File: src/rtl/bbsf_pkg.sv
// Shared types and constants for the bounded byte stream FIFO.
package bbsf_pkg;

    localparam int S_TDATA_W = 32;
    localparam int S_TUSER_W = 2;
    localparam int M_TDATA_W = 136;
    localparam int CFG_W     = 11;
    localparam int CNT_W     = 11;
    localparam int TOTAL_W   = 48;

    localparam logic [CFG_W-1:0] CAPACITY_RESET = 11'd1024;

    // Result beat bit positions on m_tdata
    localparam int M_ACCEPTED_BIT = 0;
    localparam int M_POPPED_LSB   = 10;
    localparam int M_FILL_LSB     = 21;
    localparam int M_WRITTEN_LSB  = 32;
    localparam int M_READ_LSB     = 80;

    typedef enum logic [1:0] {
        KIND_WRITE = 2'd0,
        KIND_PEEK  = 2'd1,
        KIND_POP   = 2'd2,
        KIND_END   = 2'd3
    } kind_t;

    typedef struct packed {
        kind_t            kind;
        logic [7:0]       data_byte;
        logic [9:0]       offset;
        logic [CNT_W-1:0] count;
    } op_t;

    typedef struct packed {
        logic               accepted;
        logic               read_valid;
        logic [CNT_W-1:0]   popped;
        logic [CNT_W-1:0]   fill_level;
        logic [TOTAL_W-1:0] written_total;
        logic [TOTAL_W-1:0] read_total;
        logic               end_seen;
        logic               at_eof;
    } status_t;

endpackage

File: src/rtl/bbsf_core.sv
// FIFO state: head pointer, fill, totals, ended flag and per-operation update.
module bbsf_core #(
    parameter int DEPTH = 1024
) (
    input  logic                         aclk,
    input  logic                         aresetn,
    input  bbsf_pkg::op_t                op,
    input  logic                         op_valid,
    input  logic [bbsf_pkg::CFG_W-1:0]   capacity,
    output bbsf_pkg::status_t            status,
    output logic                         ram_we,
    output logic [$clog2(DEPTH)-1:0]     ram_waddr,
    output logic [7:0]                   ram_wdata,
    output logic [$clog2(DEPTH)-1:0]     ram_raddr
);
    import bbsf_pkg::*;

    localparam int AW        = $clog2(DEPTH);
    localparam int SW        = ((AW > CNT_W) ? AW : CNT_W) + 1;
    localparam int CAP_LIMIT = (DEPTH > 2047) ? 2047 : DEPTH;
    localparam logic [CNT_W-1:0] DEPTH_CAP = CNT_W'(CAP_LIMIT);
    localparam logic [SW-1:0]    DEPTH_W   = SW'(DEPTH);

    logic [AW-1:0]      head_reg,    head_next;
    logic [CNT_W-1:0]   fill_reg,    fill_next;
    logic [TOTAL_W-1:0] written_reg, written_next;
    logic [TOTAL_W-1:0] read_reg,    read_next;
    logic               ended_reg,   ended_next;

    logic [CNT_W-1:0] eff_cap;
    logic             do_write;
    logic             do_peek;
    logic [CNT_W-1:0] pop_n;

    // Step stays within one lap of the ring wherever the result is used.
    function automatic logic [AW-1:0] ring_add(input logic [AW-1:0] base,
                                               input logic [CNT_W-1:0] step);
        logic [SW-1:0] sum;
        sum = SW'(base) + SW'(step);
        if (sum >= DEPTH_W) begin
            sum = sum - DEPTH_W;
        end
        return sum[AW-1:0];
    endfunction

    always_comb begin
        eff_cap  = (capacity > DEPTH_CAP) ? DEPTH_CAP : capacity;
        do_write = (op.kind == KIND_WRITE) && !ended_reg && (fill_reg < eff_cap);
        do_peek  = (op.kind == KIND_PEEK) && ({1'b0, op.offset} < fill_reg);
        pop_n    = '0;
        if (op.kind == KIND_POP) begin
            pop_n = (op.count < fill_reg) ? op.count : fill_reg;
        end

        head_next    = ring_add(head_reg, pop_n);
        fill_next    = fill_reg + CNT_W'(do_write) - pop_n;
        written_next = written_reg + TOTAL_W'(do_write);
        read_next    = read_reg + TOTAL_W'(pop_n);
        ended_next   = ended_reg || (op.kind == KIND_END);

        status.accepted      = do_write;
        status.read_valid    = do_peek;
        status.popped        = pop_n;
        status.fill_level    = fill_next;
        status.written_total = written_next;
        status.read_total    = read_next;
        status.end_seen      = ended_next;
        status.at_eof        = ended_next && (fill_next == '0);

        ram_we    = op_valid && do_write;
        ram_waddr = ring_add(head_reg, fill_reg);
        ram_wdata = op.data_byte;
        ram_raddr = ring_add(head_reg, CNT_W'(op.offset));
    end

    always_ff @(posedge aclk) begin
        if (!aresetn) begin
            head_reg    <= '0;
            fill_reg    <= '0;
            written_reg <= '0;
            read_reg    <= '0;
            ended_reg   <= 1'b0;
        end else if (op_valid) begin
            head_reg    <= head_next;
            fill_reg    <= fill_next;
            written_reg <= written_next;
            read_reg    <= read_next;
            ended_reg   <= ended_next;
        end
    end

endmodule

File: config.mk
export PLATFORM = sky130hd
export DESIGN_NAME = bbsf_core
export DESIGN_NICKNAME = d
export VERILOG_FILES = /design/src/rtl/bbsf_pkg.sv /design/src/rtl/bbsf_core.sv
export SDC_FILE = /design/constraint.sdc
export NUM_CORES = 1
export LEC_CHECK = 0
export ABC_AREA = 1
export BUFFER_PORTS_ARGS = -buffer_cell sky130_fd_sc_hd__buf_2
export CORE_UTILIZATION = 50
export CTS_CLUSTER_SIZE = 14
export DETAILED_ROUTE_END_ITERATION = 16
export PLACE_DENSITY = 0.73
export SYNTH_ARGS = -nofsm -noshare
export SYNTH_HDL_FRONTEND = slang
export SYNTH_SLANG_ARGS = --single-unit
export TNS_END_PERCENT = 1
File: constraint.sdc
create_clock -name aclk -period 4 [get_ports aclk]
set_input_delay 0 -clock aclk [delete_from_list [all_inputs] [get_ports aclk]]
set_output_delay 0 -clock aclk [all_outputs]
set_load 0.01 [all_outputs]
# Word-level counts from Yosys, hierarchy flattened
# Index checks and enable logic that the tools add are counted.
word_totals:
  register_bits: 118
  latch_bits: 0
  mem_bits_rw: 0
  mem_bits_ro: 0
  in_bits: 45
  memories: 0
op_classes:
  n_addsub: 10
  n_mul: 0
  n_div: 0
  n_lt_le_gt_ge: 7
  n_eq_ne: 3
  n_shift: 0
  n_mux: 6
  bitwise: 0
  n_reduce_logical: 9
ops:
  columns: ["cell", "count"]
  rows:
  - ["48-bit by 1-bit adder with 48-bit output", 1]
  - ["48-bit by 11-bit adder with 48-bit output", 1]
  - ["11-bit 2-to-1 mux", 3]
  - ["10-bit 2-to-1 mux", 3]
  - ["10-bit by 1-bit subtractor with 10-bit output, second input constant", 3]
  - ["10-bit by 11-bit adder with 12-bit output", 2]
  - ["12-bit by 11-bit greater-or-equal comparator with 1-bit output, second input constant", 2]
  - ["11-bit less-than comparator", 2]
  - ["10-bit by 10-bit adder with 11-bit output", 1]
  - ["11-bit by 1-bit adder with 11-bit output", 1]
  - ["11-bit greater-or-equal comparator, second input constant", 1]
  - ["11-bit > comparator, second input constant", 1]
  - ["11-bit zero test", 1]
  - ["10-bit by 11-bit less-than comparator with 1-bit output", 1]
  - ["11-bit subtractor", 1]
  - ["1-bit logical AND", 5]
  - ["2-bit equality test, second input constant", 2]
  - ["2-bit by 1-bit equality test with 1-bit output, second input constant", 1]
  - ["2-bit zero test", 1]
  - ["1-bit zero test", 1]
  - ["1-bit logical OR", 1]

# Depth between registers and ports, before layout
# Gate-level depths: netlist of the first run.
logic_depth:
  ltp_word: 8
  depth_mapped: 27
  mapped_depth_nobuf: 26

# Worst setup path before layout of the first run
# OpenSTA, ideal clock, no wires.
synth_path:
  path_kind: "register to output"
  startpoint: "register fill_reg[6]"
  endpoint: "output status[0] (netlist bit)"
  t_arrival_ps: 3788
  required_time_ps: 4000
  path_slack_ps: 212
  path_stages_with_launch: 24
  n_path_buf: 1
  cell_sequence: "dfxtp_1 > inv_1 > ha_1 > nand2_1 > inv_1 > nand2_1 > nand2_1 > nand2_1 > nand2_1 > nor2_1 > clkbuf_1 > o21ai_0 > nor2_1 > inv_1 > ha_1 > fa_1 > nand3_1 > o211ai_1 > nand3_1 > nand2_1 > xor2_1 > nor3_1 > nand3_1 > nor2_1"
synth_lines:
  columns: ["item", "line_no", "text"]
  rows:
  - ["start: declaration", "bbsf_core.sv:25", "logic [CNT_W-1:0] fill_reg, fill_next;"]
  - ["start signal: assignment", "bbsf_core.sv:85", "fill_reg <= fill_next;"]
  - ["end: declaration", "bbsf_core.sv:10", "output bbsf_pkg::status_t status,"]

==> run_results.csv, run 1 <==
group,metric,value,unit
floorplanning,num_io_pins,196,
placement,hpwl,24400,um
timing,fin_skew,12.2,ps
placement,io_buffers,179,
floorplanning,rows,52,
clock_network,cts_root_buf,"clkbuf_16",
timing,clock.fmax,0.248,GHz
timing,period_minus_slack,4020,ps
floorplanning,die_area,21400,um2
setup_path,slowest_delay,420,ps
setup_path,cp-start-kind,"register",
timing,slew_viol_final,0,
clock_network,cts_sinks,118,
timing,setup_violations,1,
placement,gp_congestion,0.954,
timing,finalCritPeriodShare,1.01,
power_and_ir_drop,vdd_drop_max,320,uV
drt,dr.pass1.iters,6,
logic_synthesis,syn_inst,1613,
run_status,outcome,"finished, violations left",
logic_synthesis,synth_nets,1752,
clock_network,clkTransAtPathRegs,60,ps
run_status,failed_checks,"negative setup slack",
logic_synthesis,seq_area_frac_synth,0.227,
timing,finalWorstSetupSlack,-24.3,ps
timing,hold_viol_final,0,
floorplanning,die_height,146,um
drt,drt-initial-drc-count,855,
floorplanning,start_util,0.512,
timing,slew_headroom,0.269,
setup_path,worstPathRequired,4000,ps
final_layout,final_common_cell,"inv_1",
clock_network,cts_buffers,17,
logic_synthesis,synthArstFlopShare,0,
setup_path,crit_chain,"inv_2 > ha_1 > nand2_1 > nor2_2 > nand2_1 > nor2_2 > nor2_4 > o21ai_2 > a21oi_2 > buf_4 > ha_4 > inv_2 > ha_4 > fa_2 > nand3_2 > o211ai_1 > nand3_1 > nand2_1 > a31oi_2 > inv_1 > nand3_1 > nand3_1 > nor2_1 > buf_2",
global_route,grt_max_degree,117,
final_layout,final_cell_mix,"inv_1, nand2_1, buf_2",
setup_path,worstSetupEndpointType,"primary output",
drt,viasPerCell,5.34,
hold_path,hold_class,"in2out",
setup_path,cp_num_buf_inv,5,
final_layout,area_growth,22.9,%
drt,wire_per_inst,15.6,um
logic_synthesis,syn_avg_cell_area,6.45,um2
drt,drc_errors,0,
clock_network,h-tree-depth,4,
global_route,grt_pass1_wl,50300,um
run,drv_cap,0,
global_route,grt.overflow.total,0,
logic_synthesis,synth_top_flop_cell,"dfxtp_1",
setup_path,worst_path_dominant_cell_family,"simple AND/OR/NAND/NOR gates",
timing,rsz0062_at_grt,"true",
global_route,grt_pass1_vias,10100,
logic_synthesis,yosysWarnings,0,
logic_synthesis,synth_edf_count,0,
global_route,track_usage,0.294,
clock_network,clock_latency,430,ps
setup_path,path_class,"reg2out",
final_layout,drive_above_1_share,0.211,
timing,tightestPinTransition,1100,ps
floorplanning,fp.dieW,146,um
drt,drtAntennaViolNets,0,
global_route,antenna_found_initial,0,
floorplanning,core,20300,um2
setup_path,cpMaxStageDelayCell,"fa_2",
power_and_ir_drop,leakage,6.60,nW
final_layout,num-nets-final,1945,
timing,tns,-24.3,ps
power_and_ir_drop,cellPowerDensity,511,nW/um2
clock_network,cts_tree,"built",
logic_synthesis,ys_seq_elements,118,
logic_synthesis,syn_area,10400,um2
placement,dp_slack,185,ps
drt,via_count,11200,
setup_path,cp.arrival,4020,ps
logic_synthesis,synthDistinctLibCells,48,
drt,drt_wl_total,32500,um
setup_path,worstPathMaxFanout,5,
clock_network,cts_buffer_depth,2,
## cell usage after synthesis, types with 8 or more instances
cell type	n	area share
o21ai_1	29	0.014
nand2_2	9	0.0054
inv_2	8	0.0029
nand4_1	28	0.017
o21ai_2	8	0.0067
xnor2_1	8	0.0067
nand3_1	72	0.035
nor2_1	154	0.056
xor2_1	96	0.081
ha_1	89	0.11
o21ai_0	107	0.051
a21oi_1	142	0.068
dfxtp_1	118	0.23
buf_4	11	0.0079
clkbuf_1	28	0.010
inv_1	291	0.11
nor4_1	13	0.0078
nand2_1	283	0.10
nor3_1	40	0.019
buf_1	9	0.0032
## area by class of cell
cell class	count	area (um2)
fillers	1914	7520
multi-input cells	1143	7070
flip-flops and latches	118	2370
repair buffers	225	1280
inverters	301	1130
clock buffers	23	488
well taps	270	338
clock inverters	8	97.6
diodes	1	2.50
## metal layers
metal / share of wire / global-route usage / up-vias
met5: 0 / 0 / -
met4: 0.031 / 0.114 / 0
met3: 0.072 / 0.0422 / 56
met2: 0.46 / 0.478 / 410
met1: 0.44 / 0.392 / 5105
li1: - / - / 5586
## power breakdown
group / internal, W / leakage, nW / switching (W) / total, W
clock: 0.000976 / 0.281 / 0.000573 / 0.00155
sequential: 0.00131 / 0.979 / 0.000106 / 0.00141
combinational: 0.00145 / 5.35 / 0.00212 / 0.00356
total: 0.00373 / 6.60 / 0.00280 / 0.00653
## final timing paths
| check | slack [ps] | to | cells past startpoint | from |
|---|---|---|---|---|
| setup / recovery | -20 | status[0] | 24 | fill_reg[3] |
| hold / removal | 0.004 | ram_wdata[1] | 0 | op[22] |
| setup reg to reg | 420 | read_reg[41] | 24 | fill_reg[3] |
| hold reg to reg | 510 | written_reg[0] | 2 | written_reg[0] |
## repair_timing
action,4_1_cts,5_1_grt
endpoints found under the setup margin,15,42
pin swaps,16,30
resized for setup,26,62
hold endpoints to repair,10,0
setup buffers,7,7
hold buffers,3,0
## cell families after synthesis
group / share of synthesized area
buf+inv: 0.131
xor+xnor: 0.0876
fa+ha+maj: 0.117
compound gates: 0.155
flops: 0.227
simple gates: 0.282
## through the flow
stage	hold slack, ps	area (um2)	power [W]	cells	utilization
6_report	0.00390	12800	0.00653	2089	0.630
5_1_grt	0.0175	12800	0.00690	2088	0.629
4_1_cts	0.0686	12400	0.00613	2081	0.611
3_5_place_dp	0.0686	11600	0.00443	2040	0.573
3_3_place_gp	0.0686	11600	0.00438	2040	0.573
2_1_floorplan	91.8	10400	0.00330	1613	-
No activity file was read; power rests on OpenSTA's default activity.
==> inputs of run 2 (changes only) <==
CORE_UTILIZATION = 40   (was 50)
PLACE_DENSITY = default   (was 0.73)
==> run_results.csv, run 2 (synthesis gave the netlist of run 1 again) <==
group,metric,value,unit
timing,fin_skew,15.6,ps
setup_path,path_class,"reg2out",
timing,slew_viol_final,0,
power_and_ir_drop,cellPowerDensity,516,nW/um2
placement,hpwl,26000,um
drt,drt_wl_total,34100,um
timing,slew_headroom,0.366,
floorplanning,rows,58,
drt,drc_errors,0,
timing,hold_viol_final,0,
global_route,grt_max_degree,82,
global_route,grt_pass1_vias,10100,
timing,tns,0,ps
clock_network,cts_buffers,17,
run,drv_cap,0,
drt,viasPerCell,5.07,
drt,drt-initial-drc-count,675,
setup_path,worstSetupEndpointType,"primary output",
final_layout,fin_util,0.519,
timing,finalCritPeriodShare,0.976,
clock_network,cts_root_buf,"clkbuf_16",
setup_path,worstPathMaxFanout,8,
timing,rsz0062_at_grt,"true",
final_layout,final_cells,2158,
final_layout,drive_above_1_share,0.229,
floorplanning,core,25300,um2
run_status,outcome,"completed",
drt,drtAntennaViolNets,0,
global_route,grt.overflow.total,0,
power_and_ir_drop,vdd_drop_max,347,uV
timing,period_minus_slack,3900,ps
drt,wire_per_inst,15.8,um
floorplanning,fp.dieW,163,um
setup_path,worstPathRequired,4000,ps
floorplanning,die_area,26700,um2
clock_network,cts_buffer_depth,2,
floorplanning,num_io_pins,196,
placement,gp_congestion,0.975,
setup_path,cpMaxStageDelayCell,"ha_2",
setup_path,slowest_delay,380,ps
global_route,grt_pass1_wl,52400,um
drt,dr.pass1.iters,6,
final_layout,final_common_cell,"inv_1",
global_route,track_usage,0.252,
placement,dp.cells,2106,
timing,tightestPinTransition,951,ps
final_layout,final_cell_area,13200,um2
clock_network,cts_tree,"built",
clock_network,clkTransAtPathRegs,60,ps
hold_path,hold_class,"in2out",
placement,place_area,11700,um2
setup_path,cp.arrival,3900,ps
clock_network,clock_latency,430,ps
final_layout,final_cell_mix,"inv_1, nand2_1, buf_2",
final_layout,num-nets-final,1953,
clock_network,cts_sinks,118,
floorplanning,die_height,163,um
power_and_ir_drop,leakage,6.70,nW
placement,io_buffers,179,
power_and_ir_drop,finalPower,0.00678,W
setup_path,crit_chain,"inv_2 > ha_4 > nand2_2 > nor2_4 > nand2_2 > nor2_4 > nor2_4 > buf_6 > o21ai_0 > nor2_1 > buf_4 > buf_4 > ha_2 > nand2_2 > o21ai_2 > nor2_4 > o21ai_4 > nand2_2 > nand2_4 > xor2_2 > buf_2",
clock_network,h-tree-depth,4,
timing,setup_violations,0,
final_layout,area_growth,26.4,%
floorplanning,start_util,0.411,
global_route,antenna_found_initial,0,
drt,via_count,10900,
timing,clock.fmax,0.256,GHz
setup_path,cp-start-kind,"register",
==> run 2: final timing paths <==
kind | to | cells past startpoint | slack [ps] | start
hold / removal | ram_wdata[1] | 0 | 0.003 | op[22]
setup reg to reg | read_reg[33] | 22 | 450 | fill_reg[4]
hold reg to reg | written_reg[0] | 2 | 500 | written_reg[0]
setup / recovery | status[17] | 21 | 100 | fill_reg[4]
==> run 2: repair_timing <==
action                                  in CTS  in global routing
setup buffers                                6                  9
pin swaps                                   10                 32
endpoints found under the setup margin      11                 48
gates resized for setup                     18                103
gates cloned                                 0                  1
endpoints found under the hold margin        5                  0
hold buffers                                 3                  0
==> run 2: critical path, delay by kind of cell (launching register included) <==
| kind | cells | cell delay, ps |
|---|---|---|
| AO/OA/AOI/OAI | 3 | 570 |
| XOR/XNOR | 1 | 260 |
| adder cells (fa/ha/maj) | 2 | 650 |
| buffers and inverters | 5 | 670 |
| flip-flops | 1 | 340 |
| AND/OR/NAND/NOR | 10 | 1020 |
==> run 2: final cells by class <==
type | instances | area (um2)
Multi-Input combinational cell | 1144 | 7240
Clock inverter | 13 | 218
Tap cell | 330 | 413
Antenna cell | 1 | 2.50
Sequential cell | 118 | 2370
Fill cell | 2585 | 12200
Inverter | 301 | 1140
Timing Repair Buffer | 232 | 1320
Clock buffer | 19 | 453
==> run 2: power breakdown <==
| part | internal (W) | switching (W) | leakage (nW) | total, W |
|---|---|---|---|---|
| clock network | 0.00115 | 0.000625 | 0.320 | 0.00177 |
| registers | 0.00131 | 0.000109 | 0.978 | 0.00141 |
| logic | 0.00146 | 0.00213 | 5.40 | 0.00360 |
| total | 0.00392 | 0.00287 | 6.70 | 0.00678 |
==> run 2: metrics by stage <==
step / worst slack, ps / hold slack (ps)
CTS: 14.6 / 0.0686
global placement: 269 / 0.0686
global route: -112 / 0.0267
finish: 96.1 / 0.00339
floorplan: 212 / 91.8
detailed placement: 277 / 0.0686
==> run 2: layer usage <==
metal  vias up  track usage  routed length [um]
met4         0       0.0811                 769
met2       355        0.410               15500
met3        49       0.0373                2040
met5         -            0                   0
li1       5592            -                   -
met1      4953        0.338               15800
